File: config.mk
export PLATFORM = sky130hd
export DESIGN_NAME = sha256_hash_engine
export DESIGN_NICKNAME = d
export VERILOG_FILES = /design/src/rtl/core/sha256he_pkg.sv /design/src/rtl/core/sha256he_ram.sv /design/src/rtl/core/sha256he_round.sv /design/src/rtl/core/sha256_hash_engine.sv
export SDC_FILE = /design/constraint.sdc
export NUM_CORES = 2
export LEC_CHECK = 0
export BUFFER_PORTS_ARGS = -buffer_cell sky130_fd_sc_hd__buf_2
export CELL_PAD_IN_SITES_DETAIL_PLACEMENT = 1
export CELL_PAD_IN_SITES_GLOBAL_PLACEMENT = 1
export CORE_MARGIN = 2
export CORE_UTILIZATION = 30
export DETAILED_ROUTE_END_ITERATION = 12
export GPL_TIMING_DRIVEN = 0
export HOLD_SLACK_MARGIN = 0.03
export PLACE_DENSITY = 0.64
export SYNTH_ARGS = -nofsm -noshare
export SYNTH_HDL_FRONTEND = slang
export SYNTH_SLANG_ARGS = --single-unit
File: constraint.sdc
create_clock -name clk -period 22.7 [get_ports clk]
set_input_delay 3.405 -clock clk [delete_from_list [all_inputs] [get_ports clk]]
set_output_delay 3.405 -clock clk [all_outputs]
set_load 0.005 [all_outputs]
File: src/rtl/core/sha256he_pkg.sv
// ----------------------------------------------------------------------------
// sha256he_pkg
// Shared types, constants and helper functions of the SHA-256 hash engine.
// ----------------------------------------------------------------------------
package sha256he_pkg;

  localparam int WORD_W    = 32;
  localparam int BLK_WORDS = 16;
  localparam int BLK_AW    = $clog2(BLK_WORDS);
  localparam int ROUNDS    = 64;
  localparam int DIG_WORDS = 8;

  localparam logic [7:0] PAD_BYTE = 8'h80;

  localparam logic [31:0] ROUND_K [ROUNDS] = '{
    32'h428a2f98, 32'h71374491, 32'hb5c0fbcf, 32'he9b5dba5,
    32'h3956c25b, 32'h59f111f1, 32'h923f82a4, 32'hab1c5ed5,
    32'hd807aa98, 32'h12835b01, 32'h243185be, 32'h550c7dc3,
    32'h72be5d74, 32'h80deb1fe, 32'h9bdc06a7, 32'hc19bf174,
    32'he49b69c1, 32'hefbe4786, 32'h0fc19dc6, 32'h240ca1cc,
    32'h2de92c6f, 32'h4a7484aa, 32'h5cb0a9dc, 32'h76f988da,
    32'h983e5152, 32'ha831c66d, 32'hb00327c8, 32'hbf597fc7,
    32'hc6e00bf3, 32'hd5a79147, 32'h06ca6351, 32'h14292967,
    32'h27b70a85, 32'h2e1b2138, 32'h4d2c6dfc, 32'h53380d13,
    32'h650a7354, 32'h766a0abb, 32'h81c2c92e, 32'h92722c85,
    32'ha2bfe8a1, 32'ha81a664b, 32'hc24b8b70, 32'hc76c51a3,
    32'hd192e819, 32'hd6990624, 32'hf40e3585, 32'h106aa070,
    32'h19a4c116, 32'h1e376c08, 32'h2748774c, 32'h34b0bcb5,
    32'h391c0cb3, 32'h4ed8aa4a, 32'h5b9cca4f, 32'h682e6ff3,
    32'h748f82ee, 32'h78a5636f, 32'h84c87814, 32'h8cc70208,
    32'h90befffa, 32'ha4506ceb, 32'hbef9a3f7, 32'hc67178f2
  };

  localparam logic [31:0] INIT_HASH [DIG_WORDS] = '{
    32'h6a09e667, 32'hbb67ae85, 32'h3c6ef372, 32'ha54ff53a,
    32'h510e527f, 32'h9b05688c, 32'h1f83d9ab, 32'h5be0cd19
  };

  // Working variables of the compression loop.
  typedef struct packed {
    logic [31:0] a;
    logic [31:0] b;
    logic [31:0] c;
    logic [31:0] d;
    logic [31:0] e;
    logic [31:0] f;
    logic [31:0] g;
    logic [31:0] h;
  } work_t;

  typedef enum logic [6:0] {
    ST_IDLE   = 7'b0000001,
    ST_PAD    = 7'b0000010,
    ST_ZERO   = 7'b0000100,
    ST_LEN_HI = 7'b0001000,
    ST_LEN_LO = 7'b0010000,
    ST_COMP   = 7'b0100000,
    ST_OUT    = 7'b1000000
  } state_t;

  // Where to go once a compression finishes.
  typedef enum logic [1:0] {
    AC_IDLE = 2'd0,
    AC_PAD  = 2'd1,
    AC_ZERO = 2'd2,
    AC_OUT  = 2'd3
  } after_t;

  function automatic logic [31:0] ror32(input logic [31:0] v, input int n);
    ror32 = (v >> n) | (v << (32 - n));
  endfunction

  function automatic logic [31:0] big_sig0(input logic [31:0] v);
    big_sig0 = ror32(v, 2) ^ ror32(v, 13) ^ ror32(v, 22);
  endfunction

  function automatic logic [31:0] big_sig1(input logic [31:0] v);
    big_sig1 = ror32(v, 6) ^ ror32(v, 11) ^ ror32(v, 25);
  endfunction

  function automatic logic [31:0] sml_sig0(input logic [31:0] v);
    sml_sig0 = ror32(v, 7) ^ ror32(v, 18) ^ (v >> 3);
  endfunction

  function automatic logic [31:0] sml_sig1(input logic [31:0] v);
    sml_sig1 = ror32(v, 17) ^ ror32(v, 19) ^ (v >> 10);
  endfunction

endpackage

File: src/rtl/core/sha256he_ram.sv
// ----------------------------------------------------------------------------
// sha256he_ram
// Generic simple dual-port RAM, one write port, one registered read port.
// ----------------------------------------------------------------------------
module sha256he_ram #(
  parameter int WIDTH = 32,
  parameter int DEPTH = 16
) (
  input  logic                     clk,
  input  logic                     we,
  input  logic [$clog2(DEPTH)-1:0] waddr,
  input  logic [WIDTH-1:0]         wdata,
  input  logic [$clog2(DEPTH)-1:0] raddr,
  output logic [WIDTH-1:0]         rdata
);

  logic [WIDTH-1:0] mem [DEPTH];

  always_ff @(posedge clk) begin
    if (we) begin
      mem[waddr] <= wdata;
    end
    rdata <= mem[raddr];
  end

endmodule

File: src/rtl/core/sha256he_round.sv
// ----------------------------------------------------------------------------
// sha256he_round
// One SHA-256 compression round on the working variables.
// ----------------------------------------------------------------------------
module sha256he_round import sha256he_pkg::*; (
  input  work_t       cur,
  input  logic [31:0] k,
  input  logic [31:0] w,
  output work_t       nxt
);

  logic [31:0] ch;
  logic [31:0] maj;
  logic [31:0] t1;
  logic [31:0] t2;

  always_comb begin
    ch  = (cur.e & cur.f) ^ (~cur.e & cur.g);
    maj = (cur.a & cur.b) ^ (cur.a & cur.c) ^ (cur.b & cur.c);
    t1  = cur.h + big_sig1(cur.e) + ch + k + w;
    t2  = big_sig0(cur.a) + maj;
    nxt.h = cur.g;
    nxt.g = cur.f;
    nxt.f = cur.e;
    nxt.e = cur.d + t1;
    nxt.d = cur.c;
    nxt.c = cur.b;
    nxt.b = cur.a;
    nxt.a = t1 + t2;
  end

endmodule

File: src/rtl/core/sha256_hash_engine.sv
// ----------------------------------------------------------------------------
// sha256_hash_engine
// Streaming SHA-256: bytes in, eight digest words out per message.
// ----------------------------------------------------------------------------
// Throughput: one byte per cycle while a block fills; a full block stalls the
//   input for its compression (one round per cycle), so sustained input is
//   limited by the single shared round unit.
// After last: padding and length writes, one or two compressions, then eight
//   digest beats, one per cycle without stall.
// Reset: synchronous; hash words return to the initial values, bit count to 0.
// ----------------------------------------------------------------------------
module sha256_hash_engine import sha256he_pkg::*; (
  input  logic        clk,
  input  logic        rst,
  // input channel
  input  logic        in_valid,
  output logic        in_stall,
  input  logic [7:0]  data_byte,
  input  logic        byte_present,
  input  logic        last,
  // output channel
  output logic        out_valid,
  input  logic        out_stall,
  output logic [31:0] digest_word,
  output logic [2:0]  word_index,
  output logic        last_word
);

  localparam int CNT_W = $clog2(ROUNDS + 2);
  localparam logic [CNT_W-1:0] CNT_DONE = CNT_W'(ROUNDS + 1);
  localparam logic [BLK_AW:0]  LEN_HI_ADDR = (BLK_AW + 1)'(BLK_WORDS - 2);

  // --------------------------------------------------------------------------
  // State
  // --------------------------------------------------------------------------
  state_t              state;
  after_t              after;
  logic [31:0]         hash_words [DIG_WORDS];
  logic [63:0]         bit_count;
  logic [23:0]         acc;         // last three bytes of a partial word
  logic [BLK_AW:0]     waddr;       // padding write pointer, can reach 16
  logic                need_two;    // padding spills into a second block
  logic [CNT_W-1:0]    cnt;         // compression step
  logic [2:0]          oidx;        // digest beat index
  work_t               work;
  logic [31:0]         w_sr [BLK_WORDS];

  // --------------------------------------------------------------------------
  // Block buffer memory: sixteen big-endian 32-bit words
  // --------------------------------------------------------------------------
  logic              ram_we;
  logic [BLK_AW-1:0] ram_waddr;
  logic [31:0]       ram_wdata;
  logic [BLK_AW-1:0] ram_raddr;
  logic [31:0]       ram_rdata;

  sha256he_ram #(
    .WIDTH (WORD_W),
    .DEPTH (BLK_WORDS)
  ) u_blk_ram (
    .clk   (clk),
    .we    (ram_we),
    .waddr (ram_waddr),
    .wdata (ram_wdata),
    .raddr (ram_raddr),
    .rdata (ram_rdata)
  );

  // --------------------------------------------------------------------------
  // Handshake
  // --------------------------------------------------------------------------
  logic in_fire;
  logic out_fire;
  logic blk_full;    // the accepted byte is the 64th of its block

  assign in_stall  = (state != ST_IDLE);
  assign in_fire   = in_valid && !in_stall;
  assign out_valid = (state == ST_OUT);
  assign out_fire  = out_valid && !out_stall;
  assign blk_full  = byte_present && (bit_count[8:3] == 6'h3f);

  // Digest beats come straight from the hash registers, which hold still
  // while the OUT state waits on a stall.
  assign digest_word = hash_words[oidx];
  assign word_index  = oidx;
  assign last_word   = (oidx == 3'd7);

  // --------------------------------------------------------------------------
  // Padding word: message bytes already gathered, then 0x80, then zeros
  // --------------------------------------------------------------------------
  logic [31:0] pad_word;

  always_comb begin
    case (bit_count[4:3])
      2'd0:    pad_word = {PAD_BYTE, 24'h0};
      2'd1:    pad_word = {acc[7:0], PAD_BYTE, 16'h0};
      2'd2:    pad_word = {acc[15:0], PAD_BYTE, 8'h0};
      2'd3:    pad_word = {acc[23:0], PAD_BYTE};
      default: pad_word = {PAD_BYTE, 24'h0};
    endcase
  end

  // --------------------------------------------------------------------------
  // Block buffer write port
  // --------------------------------------------------------------------------
  always_comb begin
    ram_we    = 1'b0;
    ram_waddr = bit_count[8:5];
    ram_wdata = {acc, data_byte};
    case (state)
      ST_IDLE: begin
        // store a word once its fourth byte arrives
        ram_we = in_fire && byte_present && (bit_count[4:3] == 2'd3);
      end
      ST_PAD: begin
        ram_we    = 1'b1;
        ram_wdata = pad_word;
      end
      ST_ZERO: begin
        ram_waddr = waddr[BLK_AW-1:0];
        ram_wdata = '0;
        ram_we    = need_two ? !waddr[BLK_AW] : (waddr != LEN_HI_ADDR);
      end
      ST_LEN_HI: begin
        ram_we    = 1'b1;
        ram_waddr = BLK_AW'(BLK_WORDS - 2);
        ram_wdata = bit_count[63:32];
      end
      ST_LEN_LO: begin
        ram_we    = 1'b1;
        ram_waddr = BLK_AW'(BLK_WORDS - 1);
        ram_wdata = bit_count[31:0];
      end
      default: begin
        ram_we = 1'b0;
      end
    endcase
  end

  // Read word r in step r, so it lands for round r in step r + 1.
  assign ram_raddr = cnt[BLK_AW-1:0];

  // --------------------------------------------------------------------------
  // Message schedule and round datapath
  // --------------------------------------------------------------------------
  logic [5:0]  rnd;
  logic [31:0] sched;
  logic [31:0] wt;
  work_t       work_next;

  assign rnd   = 6'(cnt - CNT_W'(1));
  assign sched = sml_sig1(w_sr[BLK_WORDS-2]) + w_sr[BLK_WORDS-7]
               + sml_sig0(w_sr[1]) + w_sr[0];
  assign wt    = (rnd < 6'(BLK_WORDS)) ? ram_rdata : sched;

  sha256he_round u_round (
    .cur (work),
    .k   (ROUND_K[rnd]),
    .w   (wt),
    .nxt (work_next)
  );

  // --------------------------------------------------------------------------
  // Sequencer
  // --------------------------------------------------------------------------
  always_ff @(posedge clk) begin
    if (rst) begin
      state     <= ST_IDLE;
      after     <= AC_IDLE;
      bit_count <= '0;
      waddr     <= '0;
      need_two  <= 1'b0;
      cnt       <= '0;
      oidx      <= '0;
      for (int i = 0; i < DIG_WORDS; i++) begin
        hash_words[i] <= INIT_HASH[i];
      end
    end else begin
      case (state)
        ST_IDLE: begin
          if (in_fire) begin
            if (byte_present) begin
              acc       <= {acc[15:0], data_byte};
              bit_count <= bit_count + 64'd8;
            end
            // a full block compresses before any padding
            if (blk_full) begin
              state <= ST_COMP;
              after <= last ? AC_PAD : AC_IDLE;
            end else if (last) begin
              state <= ST_PAD;
            end
          end
        end
        ST_PAD: begin
          waddr    <= {1'b0, bit_count[8:5]} + (BLK_AW + 1)'(1);
          need_two <= (bit_count[8:6] == 3'b111);
          state    <= ST_ZERO;
        end
        ST_ZERO: begin
          if (need_two) begin
            if (waddr[BLK_AW]) begin
              // first block closed, continue with zeros in a fresh one
              need_two <= 1'b0;
              waddr    <= '0;
              state    <= ST_COMP;
              after    <= AC_ZERO;
            end else begin
              waddr <= waddr + (BLK_AW + 1)'(1);
            end
          end else if (waddr == LEN_HI_ADDR) begin
            state <= ST_LEN_HI;
          end else begin
            waddr <= waddr + (BLK_AW + 1)'(1);
          end
        end
        ST_LEN_HI: begin
          state <= ST_LEN_LO;
        end
        ST_LEN_LO: begin
          state <= ST_COMP;
          after <= AC_OUT;
        end
        ST_COMP: begin
          if (cnt == CNT_DONE) begin
            cnt <= '0;
            for (int i = 0; i < DIG_WORDS; i++) begin
              hash_words[i] <= hash_words[i] + work[(DIG_WORDS-1-i)*32 +: 32];
            end
            case (after)
              AC_IDLE: state <= ST_IDLE;
              AC_PAD:  state <= ST_PAD;
              AC_ZERO: state <= ST_ZERO;
              AC_OUT:  state <= ST_OUT;
              default: state <= ST_IDLE;
            endcase
          end else begin
            cnt <= cnt + CNT_W'(1);
          end
        end
        ST_OUT: begin
          if (out_fire) begin
            oidx <= oidx + 3'd1;
            if (last_word) begin
              // ready for the next message
              state     <= ST_IDLE;
              bit_count <= '0;
              for (int i = 0; i < DIG_WORDS; i++) begin
                hash_words[i] <= INIT_HASH[i];
              end
            end
          end
        end
        default: begin
          state <= ST_IDLE;
        end
      endcase
    end
  end

  // Working variables and schedule window: payload, no reset.
  always_ff @(posedge clk) begin
    if (state == ST_COMP) begin
      if (cnt == '0) begin
        work <= {hash_words[0], hash_words[1], hash_words[2], hash_words[3],
                 hash_words[4], hash_words[5], hash_words[6], hash_words[7]};
      end else if (cnt != CNT_DONE) begin
        work <= work_next;
        for (int i = 0; i < BLK_WORDS - 1; i++) begin
          w_sr[i] <= w_sr[i+1];
        end
        w_sr[BLK_WORDS-1] <= wt;
      end
    end
  end

  // --------------------------------------------------------------------------
  // Assertions
  // --------------------------------------------------------------------------
  a_no_input_while_output: assert property (
    @(posedge clk) disable iff (rst) out_valid |-> in_stall
  ) else $error("input accepted while digest beats are pending");

  a_no_write_in_comp: assert property (
    @(posedge clk) disable iff (rst) (state == ST_COMP) |-> !ram_we
  ) else $error("block buffer written during compression");

  a_full_block_compresses: assert property (
    @(posedge clk) disable iff (rst) (in_fire && blk_full) |=> (state == ST_COMP)
  ) else $error("full block did not start a compression");

  a_restart_after_digest: assert property (
    @(posedge clk) disable iff (rst)
      (out_fire && last_word) |=> (bit_count == '0) && (state == ST_IDLE)
  ) else $error("engine did not restart after the final digest beat");

endmodule

# Word level (Yosys, flattened, before mapping)
# Memories as Yosys holds them, arrays and structs flattened. A register that Yosys moved wholly into a read port is not among the register bits.
# Index checks and enable logic that the tools add are counted.
[word_totals]
word_cells = 222
out_inout_bits = 38
rom_bits = 2048
mem_bits_rw = 1280
n_memories = 4
inputBits = 14
reg_bits = 369
[op_classes]
bitwise = 45
mux = 75
n_addsub = 24
eq_ne = 33
reduce_logical = 23
magnitude_cmp = 2
[mem_list]
columns = ["name", "words", "word_bits", "rd", "rd_clocked_by_memory_dff", "wr", "line", "source"]
rows = [
  ["(name not given)", 64, 32, 1, 0, 0, "sha256_hash_engine.sv:158", ".k (ROUND_K[rnd]),"],
  ["u_blk_ram.mem", 16, 32, 1, 1, 1, "sha256he_ram.sv:17", "logic [WIDTH-1:0] mem [DEPTH];"],
  ["w_sr", 16, 32, 16, 0, 16, "sha256_hash_engine.sv:46", "logic [31:0] w_sr [BLK_WORDS];"],
  ["hash_words", 8, 32, 9, 1, 8, "sha256_hash_engine.sv:38", "logic [31:0] hash_words [DIG_WORDS];"],
]
[ops]
columns = ["operator", "n"]
rows = [
  ["32-bit 2-to-1 mux", 19],
  ["32-bit adder", 18],
  ["256-bit 2-to-1 mux", 2],
  ["32-bit XOR", 9],
  ["64-bit 2-to-1 mux", 4],
  ["32-bit one-hot mux with 4 select lines", 2],
  ["32-bit AND", 5],
  ["64-bit one-hot mux with 2 select lines", 1],
  ["7-bit 2-to-1 mux", 10],
  ["64-bit by 4-bit adder with 64-bit output, second input constant", 1],
  ["7-bit one-hot mux with 7 select lines", 1],
  ["32-bit NOT", 1],
  ["10-bit by 32-bit bitwise OR with 32-bit output", 1],
  ["13-bit by 32-bit bitwise OR with 32-bit output", 1],
  ["14-bit by 32-bit bitwise OR with 32-bit output", 1],
  ["15-bit by 32-bit bitwise OR with 32-bit output", 1],
  ["19-bit by 32-bit bitwise OR with 32-bit output", 1],
  ["21-bit by 32-bit bitwise OR with 32-bit output", 1],
  ["25-bit by 32-bit bitwise OR with 32-bit output", 1],
  ["26-bit by 32-bit bitwise OR with 32-bit output", 1],
  ["30-bit by 32-bit bitwise OR with 32-bit output", 1],
  ["7-bit by 32-bit bitwise OR with 32-bit output", 1],
  ["32-bit by 22-bit XOR with 32-bit output", 1],
  ["32-bit by 29-bit XOR with 32-bit output", 1],
  ["other kinds (49)", 117],
]

# Longest topological paths before layout
[depth]
depth_word = 11
mapped_depth = 45
ltp_nobuf = 44

# Modules after synthesis
# A second synthesis with hierarchy kept.
[unflattened]
hier_cells = 7556
area_unflattened_um2 = 92481.2
[by_module_without_submodules]
columns = ["module", "seq_area_each_um2", "area_each_um2", "instances", "cells_each"]
rows = [
  ["sha256_hash_engine", 31970.7, 61460.2, 1, 5322],
  ["sha256he_ram", 16015.4, 19835.3, 1, 838],
  ["sha256he_round", 0.0, 11185.7, 1, 1396],
]

# Worst setup path after synthesis
# OpenSTA, ideal clock, no wires.
[synth_timing]
path_type = "register -> register"
start = "register cnt[0]"
end = "memory w_sr[0][0] (enable)"
path_buffers = 6
path_stages_with_launch = 11
setup_ns = 1.402
setup_slack_ns = -2.132
required_time_ns = 21.298
synth_period_minus_slack_ns = 24.832
arrival_ns = 23.429
cell_sequence = "dfxtp_1 -> buf_2 -> clkinv_1 -> clkbuf_1 -> clkbuf_1 -> ha_1 -> and3b_1 -> clkbuf_1 -> clkbuf_1 -> clkbuf_1 -> nor2_1"
[synth_lines]
columns = ["item", "line", "source"]
rows = [
  ["start, declared", "sha256_hash_engine.sv:43", "logic [CNT_W-1:0] cnt;"],
  ["start signal, assigned", "sha256_hash_engine.sv:238", "cnt <= cnt + CNT_W'(1);"],
  ["end, declared", "sha256_hash_engine.sv:46", ""],
]

# Worst setup path in the final report
[layout_timing]
start = "register cnt[0]"
end = "register work[255] (netlist name), data pin"
[layout_via]
elab_chain_len = 10
elab_cells_between_ends = 13
cone_classes = "add/sub (4); order compare (1); mux (5); bitwise (1); reduce/logical (1); memory (1)"
[layout_rtl]
columns = ["item", "line", "source"]
rows = [
  ["6-bit by 1-bit subtractor with 6-bit output", "sha256_hash_engine.sv:151", "assign rnd = 6'(cnt - CNT_W'(1));"],
  ["6-bit NOT with 7-bit output (not written as such)", "sha256_hash_engine.sv:158", ""],
  ["memory 64 x 32 bit", "n/a", ""],
  ["32-bit 2-to-1 mux (not written as such) (2 in a row)", "sha256_hash_engine.sv:158", ""],
  ["32-bit adder (2 in a row)", "sha256he_round.sv:20", "t1 = cur.h + big_sig1(cur.e) + ch + k + w;"],
  ["32-bit adder", "sha256he_round.sv:29", "nxt.a = t1 + t2;"],
  ["256-bit 2-to-1 mux", "sha256_hash_engine.sv:267", "end else if (cnt != CNT_DONE) begin"],
  ["256-bit 2-to-1 mux (*)", "sha256_hash_engine.sv:264", "if (cnt == '0) begin"],
  ["end signal, assigned", "sha256_hash_engine.sv:265", "work <= {hash_words[0], hash_words[1], hash_words[2], hash_words[3],"],
  ["end signal, assigned", "sha256_hash_engine.sv:268", "work <= work_next;"],
  ["end, declared", "sha256_hash_engine.sv:45", "work_t work;"],
]
# Mark *: on every way between the ends. The rest lies on a longest branch, timed or not. The select of a mux whose other input is x is not followed.
# A chain may end at the register's enable or synchronous reset.

==> impl_metrics.csv <==
group,metric,value,unit
floorplanning,core-area,300300,sq um
power_and_ir_drop,power,13.65,mW
clock_network,insertion_delay,0.94,ns
synthesis,yosysUniqueCellTypes,96,
cells_and_area,stdcell_count,12260,
power_and_ir_drop,p_int,7.797,mW
routing,drt_iter0_drc,6411,
worst_setup_path,setup.worst_path.start_class,"flop",
floorplanning,die_x,553.7,microns
cells_and_area,fin_util,34.39,%
sta,min_period_over_period,66.09,%
sta,tightest_slew,1.456,ns
clock_network,tritoncts,"built",
placement,gp_congestion,0.9681,
global_route,grt.met2_usage,35.18,%
cells_and_area,final_cell_mix,"edfxtp_1 (1,432), nand2_1 (1,088), a21oi_1 (484), nor2_1 (459), inv_1 (410)",
power_and_ir_drop,p_comb_share,51.5,%
sta,skew,0.1128,ns
placement,dp.cells,11900,
synthesis,synth_cells,7843,
power_and_ir_drop,switching_share,42.87,%
global_route,gr-usage-met1,30.89,%
synthesis,yosys_register_bits,1681,
floorplanning,start_util,30.19,%
routing,drc,0,
floorplanning,die_h,553.7,microns
sta,hold_ws,0.4087,ns
sta,rsz0062_at_grt,"no",
sta,drv_slew,0,
placement,hpwl,269.3,mm
synthesis,avgSynthCellArea,11.56,sq um
cells_and_area,multi_input_area,39930,sq um
routing,viasPerCell,5.390,
floorplanning,dieArea,306600,sq um
cells_and_area,finalInstanceArea,103300,sq um
routing,ant_nets,0,
global_route,antenna_found_initial,32,
worst_setup_path,max_stage_delay,1.12,ns
placement,post_dp_cell_area,96990,sq um
worst_setup_path,crit_arrival,15.54,ns
synthesis,synth_edf_count,1432,
synthesis,synth_seq_area_share,52.94,%
global_route,use_met3,2.715,%
clock_network,cts_inserted_buffers,200,
synthesis,syn_area,90640,sq um
routing,routed-via-count,66080,
worst_setup_path,crit_path_frequent_cell,"clkbuf_1",
cells_and_area,fillCellCount,32880,
placement,pre_cts_slack,7.911,ns
sta,period_needed,15.00,ns
routing,wl_per_cell,28.56,microns
clock_network,clk_pin_slew,0.06,ns
cells_and_area,syn2layout_area_growth,13.91,%
synthesis,ys.warnings.count,0,
cells_and_area,final_common_cell,"edfxtp_1",
clock_network,ctsResizeCount,0,
floorplanning,ios,52,
global_route,grt-ovfl-total,0,
clock_network,ctsHoldBuffers,0,
cells_and_area,nNetsFinal,8751,
floorplanning,row_count,201,
power_and_ir_drop,power_leakage,37.10,nW
clock_network,cts_setup_buffers,0,
routing,first_pass_iters,6,
power_and_ir_drop,power.density,132.2,nW/um^2
worst_setup_path,end_kind,"flop",
synthesis,ys.flop_type,"edfxtp_1",
power_and_ir_drop,power_frac_seq,25.6,%
cells_and_area,layout-drive-gt1-share,7.991,%
sta,clock.fmax,66.65,MHz
placement,port_buffers,50,
job,max-cap-violations,0,
worst_setup_path,worstPathRequired,23.24,ns
worst_setup_path,crit_type,"reg -> reg",
sta,final_hold_viol_count,0,
global_route,first_global_vias,68020,
clock_network,cts_max_path_buffers,4,
routing,drt_wl_total,350.1,mm
global_route,gr-max-usage-layer,"met2",
sta,tns,0,ns
worst_setup_path,cp_max_fo,15,
power_and_ir_drop,power_frac_clock,22.9,%
status,status,"finished, final reports clean",
global_route,track_usage,22.44,%
power_and_ir_drop,switchingPower,5.850,mW
worst_setup_path,cp_slowest_cell,"clkbuf_1",
global_route,grt_max_degree,114,
sta,worst_slack,7.697,ns
power_and_ir_drop,vdd_ir_drop_max,126.0,uV
synthesis,syn-num-nets,8452,
sta,finalSetupViolCount,0,
clock_network,root_buffer,"clkbuf_16",
hold_path,hold_path.class,"reg -> reg",
synthesis,asyncSetResetFlopFracSynth,0,%
global_route,grt_pass1_wl,500.1,mm
clock_network,cts_num_sinks,1681,
sta,maxSlewHeadroom,2.905,%
clock_network,h-tree-depth,4,
cells_and_area,regArea,47990,sq um
[power by group through the flow]
| stage | Sequential, mW | Clock [mW] | Combinational [mW] |
|---|---|---|---|
| finish | 3.49 | 3.13 | 7.03 |
| global route | 3.50 | 3.29 | 7.68 |
| CTS | 3.49 | 3.18 | 6.91 |
| detailed placement | 3.56 | 0 | 6.83 |
| global placement | 3.58 | 0 | 6.72 |
| floorplan | 3.54 | 0 | 4.77 |
[synth_stat cells (13+ instances only)]
cell type	number	share of area, %
a211oi_1	62	0.51
a21o_1	202	1.7
a21oi_1	485	2.7
a221o_1	17	0.19
a221oi_1	40	0.39
a22o_1	29	0.28
a22oi_1	28	0.23
a311oi_1	14	0.14
a31oi_1	56	0.39
and2_1	31	0.21
and3_1	45	0.31
and4_1	14	0.14
buf_1	44	0.18
clkbuf_1	308	1.3
dfxtp_1	249	5.5
edfxtp_1	1432	47
fa_1	197	4.4
ha_1	398	5.5
inv_1	412	1.7
mux2_2	39	0.48
mux2i_1	136	1.5
mux4_2	140	3.5
nand2_1	1088	4.5
nand2b_1	63	0.43
nand3_1	109	0.60
nand4_1	33	0.23
nor2_1	478	2.0
nor2b_1	45	0.31
nor3_1	82	0.45
nor3b_1	13	0.11
nor4_1	16	0.11
o211ai_1	52	0.43
o21a_1	44	0.36
o21ai_0	406	2.2
o21bai_1	56	0.46
o221ai_1	16	0.15
o22ai_1	31	0.21
o311ai_0	15	0.14
o31ai_1	19	0.16
or2_2	31	0.21
or3_1	42	0.29
xnor2_1	369	3.6
xor2_1	261	2.5
[layer usage]
metal	share of wire, %	wire length (microns)	vias up
met5	0.022	78	-
met1	44	155200	34160
met4	5.1	17700	12
met2	45	157000	2230
li1	-	-	29120
met3	5.7	20060	550
[worst max-delay path: cells and delay by family, from the launching register on]
family / cells / cell delay, ns
buffers and inverters: 13 / 5.80
AO/OA/AOI/OAI: 15 / 3.06
AND/OR/NAND/NOR: 5 / 1.63
XOR/XNOR: 3 / 0.50
flip-flops: 1 / 0.33
adder cells (fa/ha/maj): 7 / 3.30
[cell type report]
cell class	instances	share of cell area [%]
flip-flops and latches	1681	46.47
plain buffers	356	1.305
inverters	415	1.516
clock buffers	253	5.170
repair buffers	97	1.200
multi-input cells	5391	38.67
clock inverters	104	0.8615
diodes	4	0.009694
well taps	3958	4.796
[flip-flops by register name, indices dropped and copies added, names as in the netlist, named ones only]
register         count
word_index           3
waddr                5
u_blk_ram.rdata     32
work               256
after                2
bit_count           61
cnt                  7
u_blk_ram.mem      512
need_two             1
acc                 24
state                7
w_sr               512
hash_words         256
[logic make-up (layout without fill, tap and decap cells)]
group                    Yosys count  count (layout)  share of synthesized area, %
AO/OA/AOI/OAI                   1727            1727                         12.24
other                              0               4                             0
flip-flops                      1681            1681                         52.94
XOR/XNOR                         632             632                         6.123
buffers and inverters            771            1225                         3.198
AND/OR/NAND/NOR                 2119            2119                         10.16
adder cells (fa/ha/maj)          598             598                         9.878
multiplexers                     315             315                         5.465
[path summary, 6_finish.rpt]
kind / startpoint / to / slack, ns / cells past startpoint
min: w_sr[1][104] / w_sr[1][72] / 0.41 / 0
max reg2reg: cnt[0] / work[255] / 7.70 / 43
max: cnt[0] / work[255] / 7.70 / 43
min reg2reg: w_sr[1][104] / w_sr[1][72] / 0.41 / 0
No activity file was read; power rests on OpenSTA's default activity.
